## src/sv/ethm_pkg.sv

```systemverilog
// Shared payload types and fixed-point constants for the escape-time colour mapper.
package ethm_pkg;

  typedef struct packed {
    logic [15:0] iter_count;
    logic [31:0] escape_magnitude_sq;
  } in_t;

  typedef struct packed {
    logic [7:0] red;
    logic [7:0] green;
    logic [7:0] blue;
    logic       is_interior;
  } out_t;

  // Configuration register indexes (word address bit 2).
  localparam logic REG_COLOUR_MODE = 1'b0;
  localparam logic REG_ITER_LIMIT  = 1'b1;

  localparam logic [15:0] LIMIT_RESET = 16'd256;

  // Hue in degrees with 16 fraction bits.
  localparam int          QW       = 25;
  localparam int          DEN_W    = 16;
  localparam int          DIV_W    = DEN_W + QW;
  localparam logic [24:0] DEG60    = 25'd3932160;
  localparam logic [24:0] TWO60    = 25'd7864320;
  localparam logic [24:0] FIVE60   = 25'd19660800;
  localparam logic [24:0] HUE_FULL = 25'd23592960;
  localparam logic [24:0] DEG_SPAN = 25'd360;

  // 1.5288 in Q16.
  localparam logic [34:0] NU_OFFSET = 35'd100191;

  // floor(v / 300) = (v * RECIP_K) >> RECIP_SHIFT for v below 76501.
  localparam logic [16:0] RECIP_K     = 17'd111849;
  localparam int          RECIP_SHIFT = 25;

  localparam logic [7:0] CHAN_FULL = 8'd255;
  localparam logic [7:0] CHAN_NONE = 8'd51;

  // Edges from an accepted start to the strobe being seen.
  localparam int LATENCY = 65;

endpackage

```

## src/sv/ethm_div.sv

```systemverilog
// Pipelined restoring divider, one quotient bit per stage.
module ethm_div #(
  parameter int SIDE_W = 1
) (
  input  logic                      clk,
  input  logic                      rst,
  input  logic                      in_valid,
  input  logic [ethm_pkg::DIV_W-1:0] dividend,
  input  logic [ethm_pkg::DEN_W-1:0] divisor,
  input  logic [SIDE_W-1:0]         in_side,
  output logic                      out_valid,
  output logic [ethm_pkg::QW-1:0]   quotient,
  output logic [SIDE_W-1:0]         out_side
);

  localparam int QW = ethm_pkg::QW;
  localparam int DW = ethm_pkg::DEN_W;

  logic              vld [0:QW];
  logic [DW-1:0]     rem [0:QW];
  logic [QW-1:0]     w   [0:QW];
  logic [DW-1:0]     dv  [0:QW];
  logic [SIDE_W-1:0] sd  [0:QW];
  logic [DW:0]       tr  [0:QW-1];
  logic [DW:0]       df  [0:QW-1];
  logic              ge  [0:QW-1];

  always_comb begin
    for (int i = 0; i < QW; i++) begin
      tr[i] = {rem[i], w[i][QW-1]};
      ge[i] = tr[i] >= {1'b0, dv[i]};
      df[i] = tr[i] - {1'b0, dv[i]};
    end
  end

  always_ff @(posedge clk) begin
    if (rst) begin
      for (int i = 0; i <= QW; i++) vld[i] <= 1'b0;
    end else begin
      vld[0] <= in_valid;
      for (int i = 0; i < QW; i++) vld[i+1] <= vld[i];
    end
    rem[0] <= dividend[ethm_pkg::DIV_W-1:QW];
    w[0]   <= dividend[QW-1:0];
    dv[0]  <= divisor;
    sd[0]  <= in_side;
    for (int i = 0; i < QW; i++) begin
      // shift a dividend bit in, a quotient bit out
      rem[i+1] <= ge[i] ? df[i][DW-1:0] : tr[i][DW-1:0];
      w[i+1]   <= {w[i][QW-2:0], ge[i]};
      dv[i+1]  <= dv[i];
      sd[i+1]  <= sd[i];
    end
  end

  assign out_valid = vld[QW];
  assign quotient  = w[QW];
  assign out_side  = sd[QW];

endmodule

```

## config.mk

```make
export PLATFORM = sky130hd
export DESIGN_NAME = ethm_div
export DESIGN_NICKNAME = d
export VERILOG_FILES = /design/src/sv/ethm_pkg.sv /design/src/sv/ethm_div.sv
export SDC_FILE = /design/constraint.sdc
export NUM_CORES = 2
export LEC_CHECK = 0
export BUFFER_PORTS_ARGS = -buffer_cell sky130_fd_sc_hd__buf_2
export CORE_MARGIN = 4
export CORE_UTILIZATION = 38
export DETAILED_ROUTE_END_ITERATION = 10
export PLACE_DENSITY = 0.55
export SYNTH_ARGS = -nofsm -noshare
export SYNTH_HDL_FRONTEND = slang
export SYNTH_SLANG_ARGS = --single-unit
```

## constraint.sdc

```tcl
create_clock -name clk -period 3.55 [get_ports clk]
set_clock_uncertainty 0.15 [all_clocks]
set_input_delay 0.71 -clock clk [delete_from_list [all_inputs] [get_ports clk]]
set_output_delay 0.71 -clock clk [all_outputs]
set_load 0.01 [all_outputs]
```

==> impl_metrics.env <==
export IMPL_io_buffers=87
export IMPL_ys_seq_area_share_pct=55.5
export IMPL_end_kind="register"
export IMPL_leakage_nw=28.2
export IMPL_viasPerCell=4.66
export IMPL_syn_to_final_growth_pct=16.6
export IMPL_cpPeakStageDelay_ps=540
export IMPL_vias=33963
export IMPL_cp_top_family="compound AO/OA/AOI/OAI gates"
export IMPL_htree_levels=4
export IMPL_synth_net_count=5520
export IMPL_powerDensity_nw_per_um2=1030
export IMPL_synth_top_area_share_pct=55.5
export IMPL_core_um2=142000
export IMPL_finalHoldViolCount=0
export IMPL_fp_dieW_um=386
export IMPL_postSynthCellCount=5035
export IMPL_slew_headroom_pct=41.6
export IMPL_hold_ws_ps=158
export IMPL_r2r_cells=11
export IMPL_r2r_start="dv[19][1]"
export IMPL_clk_latency_ps=790
export IMPL_final_setup_tns_ps=0
export IMPL_antenna_found_initial=1
export IMPL_synth_seq_cells=1502
export IMPL_fillers=13345
export IMPL_syn_area_per_cell_um2=10.8
export IMPL_top_level_ports=88
export IMPL_dieArea_um2=149000
export IMPL_post_cts_setup_buffers=0
export IMPL_critical_path_class="register to register"
export IMPL_grt_overflow=0
export IMPL_drv_cap=0
export IMPL_drive_above_1_share_pct=11.9
export IMPL_die_y_um=386
export IMPL_drv_slew=0
export IMPL_dpl_hpwl_um=74400
export IMPL_async_flop_share_pct=0
export IMPL_cp_cell_sequence="inv_1, ha_1, nor2b_1, o21ai_0, a21oi_1, or4_4, nand4_1, a31oi_1, a2111oi_4, buf_4, mux2_2"
export IMPL_grtUsageTotal_pct=13.6
export IMPL_gp_congestion=0.826
export IMPL_synth_cell_types=87
export IMPL_fin_crit_ps=3310
export IMPL_fmax_mhz=302
export IMPL_placementRows=138
export IMPL_synth_edff_count=0
export IMPL_nNetsFinal=5760
export IMPL_pre_cts_slack_ps=242
export IMPL_status="completed"
export IMPL_cts_sinks=1502
export IMPL_seq_area_um2=30100
export IMPL_worst_slew_pin_slew_ps=876
export IMPL_worstReg2RegEnd="rem[1][66]"
export IMPL_netlist_area_um2=54200
export IMPL_cts_tree="done"
export IMPL_critPathLaunchType="register"
export IMPL_start_util_pct=38.3
export IMPL_holdPathStages=0
export IMPL_ant_nets=0
export IMPL_yosysTopAreaCell="dfxtp_1"
export IMPL_ys_warn_count=0
export IMPL_clkSlewWorstSetupHoldPaths_ps=60
export IMPL_clock_path_buffers=3
export IMPL_setup_ws_ps=241
export IMPL_multi_input_area_um2=21800
export IMPL_firstDrtPassIters=5
export IMPL_remaining_drc_errors=0
export IMPL_grt_pass1_wl_um=166000
export IMPL_wl_per_cell_um=13.8
export IMPL_wl_um=101000
export IMPL_cp_slowest_cell="or4_4"
export IMPL_period_share_pct=93.2
export IMPL_required_ps=4060
export IMPL_setup_violations=0
export IMPL_worstHoldStart="w[1][45]"
export IMPL_peakVddDrop_v=0.000650
export IMPL_cts_buffers=162
export IMPL_synth_ff_type="dfxtp_1"
export IMPL_rsz0062_at_grt="no"
export IMPL_holdPathEnd="w[2][21]"
export IMPL_crit_arrival_ps=3820
export IMPL_grt_max_degree=31
export IMPL_cp_buffers_inverters=2
export IMPL_drt_iter0_markers=1611
export IMPL_rrSetupSlack_ps=240
export IMPL_yosys_top_cells_area="dfxtp_1 (55%), ha_1 (9.2%), mux2_2 (4.3%)"
export IMPL_final_util_pct=44.6
export IMPL_path_max_fanout=17
export IMPL_grt_pass1_vias=33342
export IMPL_hold_path_class="register to register"
export IMPL_root_buffer="clkbuf_16"
==> what timing repair did <==
action	4_1_cts	5_1_grt
hold endpoints to repair	59	0
hold buffers	59	0
gates resized for setup	0	0
==> synth_stat cells, drive strengths merged (6+ instances only) <==
| master | count |
|---|---|
| a2111oi | 14 |
| fa | 24 |
| o31ai | 22 |
| xor2 | 96 |
| nand4 | 59 |
| a211oi | 32 |
| and2 | 11 |
| or3 | 31 |
| nor2b | 112 |
| o2111ai | 9 |
| nand2 | 233 |
| buf | 36 |
| nor4 | 11 |
| a21o | 81 |
| o21ai | 254 |
| dfxtp | 1502 |
| o21a | 66 |
| or2 | 14 |
| ha | 400 |
| o31a | 17 |
| a31oi | 43 |
| o211ai | 14 |
| nand2b | 46 |
| a311oi | 7 |
| nor2 | 282 |
| o41ai | 10 |
| mux2i | 36 |
| o311ai | 6 |
| o21bai | 34 |
| nor3 | 60 |
| nand3 | 58 |
| xnor2 | 169 |
| inv | 511 |
| mux2 | 216 |
| and3 | 24 |
| a21oi | 306 |
| clkbuf | 68 |
| and4 | 8 |
| a21boi | 19 |
| o22ai | 7 |
| a211o | 15 |
==> per-stage QoR <==
stage          cell area [um^2]  instances  total power [W]
4_1_cts                   63200       7294           0.0657
3_3_place_gp              56900       6942           0.0475
6_report                  63200       7295           0.0649
5_1_grt                   63200       7294           0.0698
3_5_place_dp              56900       6942           0.0477
2_1_floorplan             54200       5035           0.0423
==> flip-flops by register name, indices dropped and copies added (netlist names) <==
signal and cells:
w 650, dv 400, rem 400, sd 26
vld 26
==> power breakdown <==
part	internal (W)	switching, W	leakage, nW
Combinational	0.0115	0.0123	12.8
Sequential	0.0216	0.00210	12.7
Clock	0.0105	0.00691	2.80
Total	0.0436	0.0213	28.2
==> per-layer routing <==
layer  track usage (%)  share of wire (%)  vias up  wire length, um
met2              23.3                 48      562            48000
met5                 0                  0        -                0
met1              17.0                 46    15604            46100
met3              2.95                4.2      190             4230
li1                  -                  -    17607                -
met4              4.42                2.4        0             2400
==> cell families after synthesis <==
family                     after synthesis  share of synthesized area [%]
AOI/OAI and AO/OA                     1005                           11.7
xor gates and xnor gates               265                           4.28
adders and majority gates              424                           10.1
buffers and inverters                  615                           4.48
DFF                                   1502                           55.5
muxes                                  252                           5.20
and+or+nand+nor                        972                           8.74
==> worst max path at each step <==
stage,from,to,slack (ps),cells past startpoint
3_5_place_dp,dv[20][1],rem[1][86],240,11
6_report,dv[19][1],rem[1][66],240,11
2_1_floorplan,dv[20][1],rem[1][88],350,11
5_1_grt,dv[19][1],rem[1][67],0.2,11
3_3_place_gp,dv[20][1],rem[1][83],270,11
4_1_cts,dv[20][1],rem[1][83],230,11
==> layout make-up <==
class	instances	share of cell area, %
Sequential cell	1502	47.6
Tap cell	1890	3.74
Multi-Input combinational cell	2918	34.5
Clock buffer	222	7.26
Inverter	511	3.04
Antenna cell	1	0.00396
Clock inverter	71	1.82
Timing Repair Buffer	180	2.11
==> layout by cell type, fill, tap and decap left out, types with 29 or more instances in the layout <==
| cell type | count |
|---|---|
| dfxtp_1 | 1502 |
| inv_1 | 511 |
| ha_1 | 400 |
| a21oi_1 | 306 |
| nor2_1 | 282 |
| o21ai_0 | 244 |
| nand2_1 | 233 |
| mux2_2 | 209 |
| xnor2_1 | 169 |
| clkbuf_16 | 162 |
| nor2b_1 | 111 |
| xor2_1 | 96 |
| buf_2 | 87 |
| a21o_1 | 80 |
| o21a_1 | 66 |
| nand4_1 | 59 |
| dlygate4sd3_1 | 59 |
| nand3_1 | 58 |
| nor3_1 | 58 |
| nand2b_1 | 46 |
| a31oi_1 | 42 |
| mux2i_1 | 36 |
| o21bai_1 | 34 |
| a211oi_1 | 32 |
| or3_1 | 31 |
| clkbuf_8 | 31 |
| buf_4 | 30 |
| clkinv_2 | 29 |
| clkbuf_1 | 29 |
(Power assumes the default switching activity.)
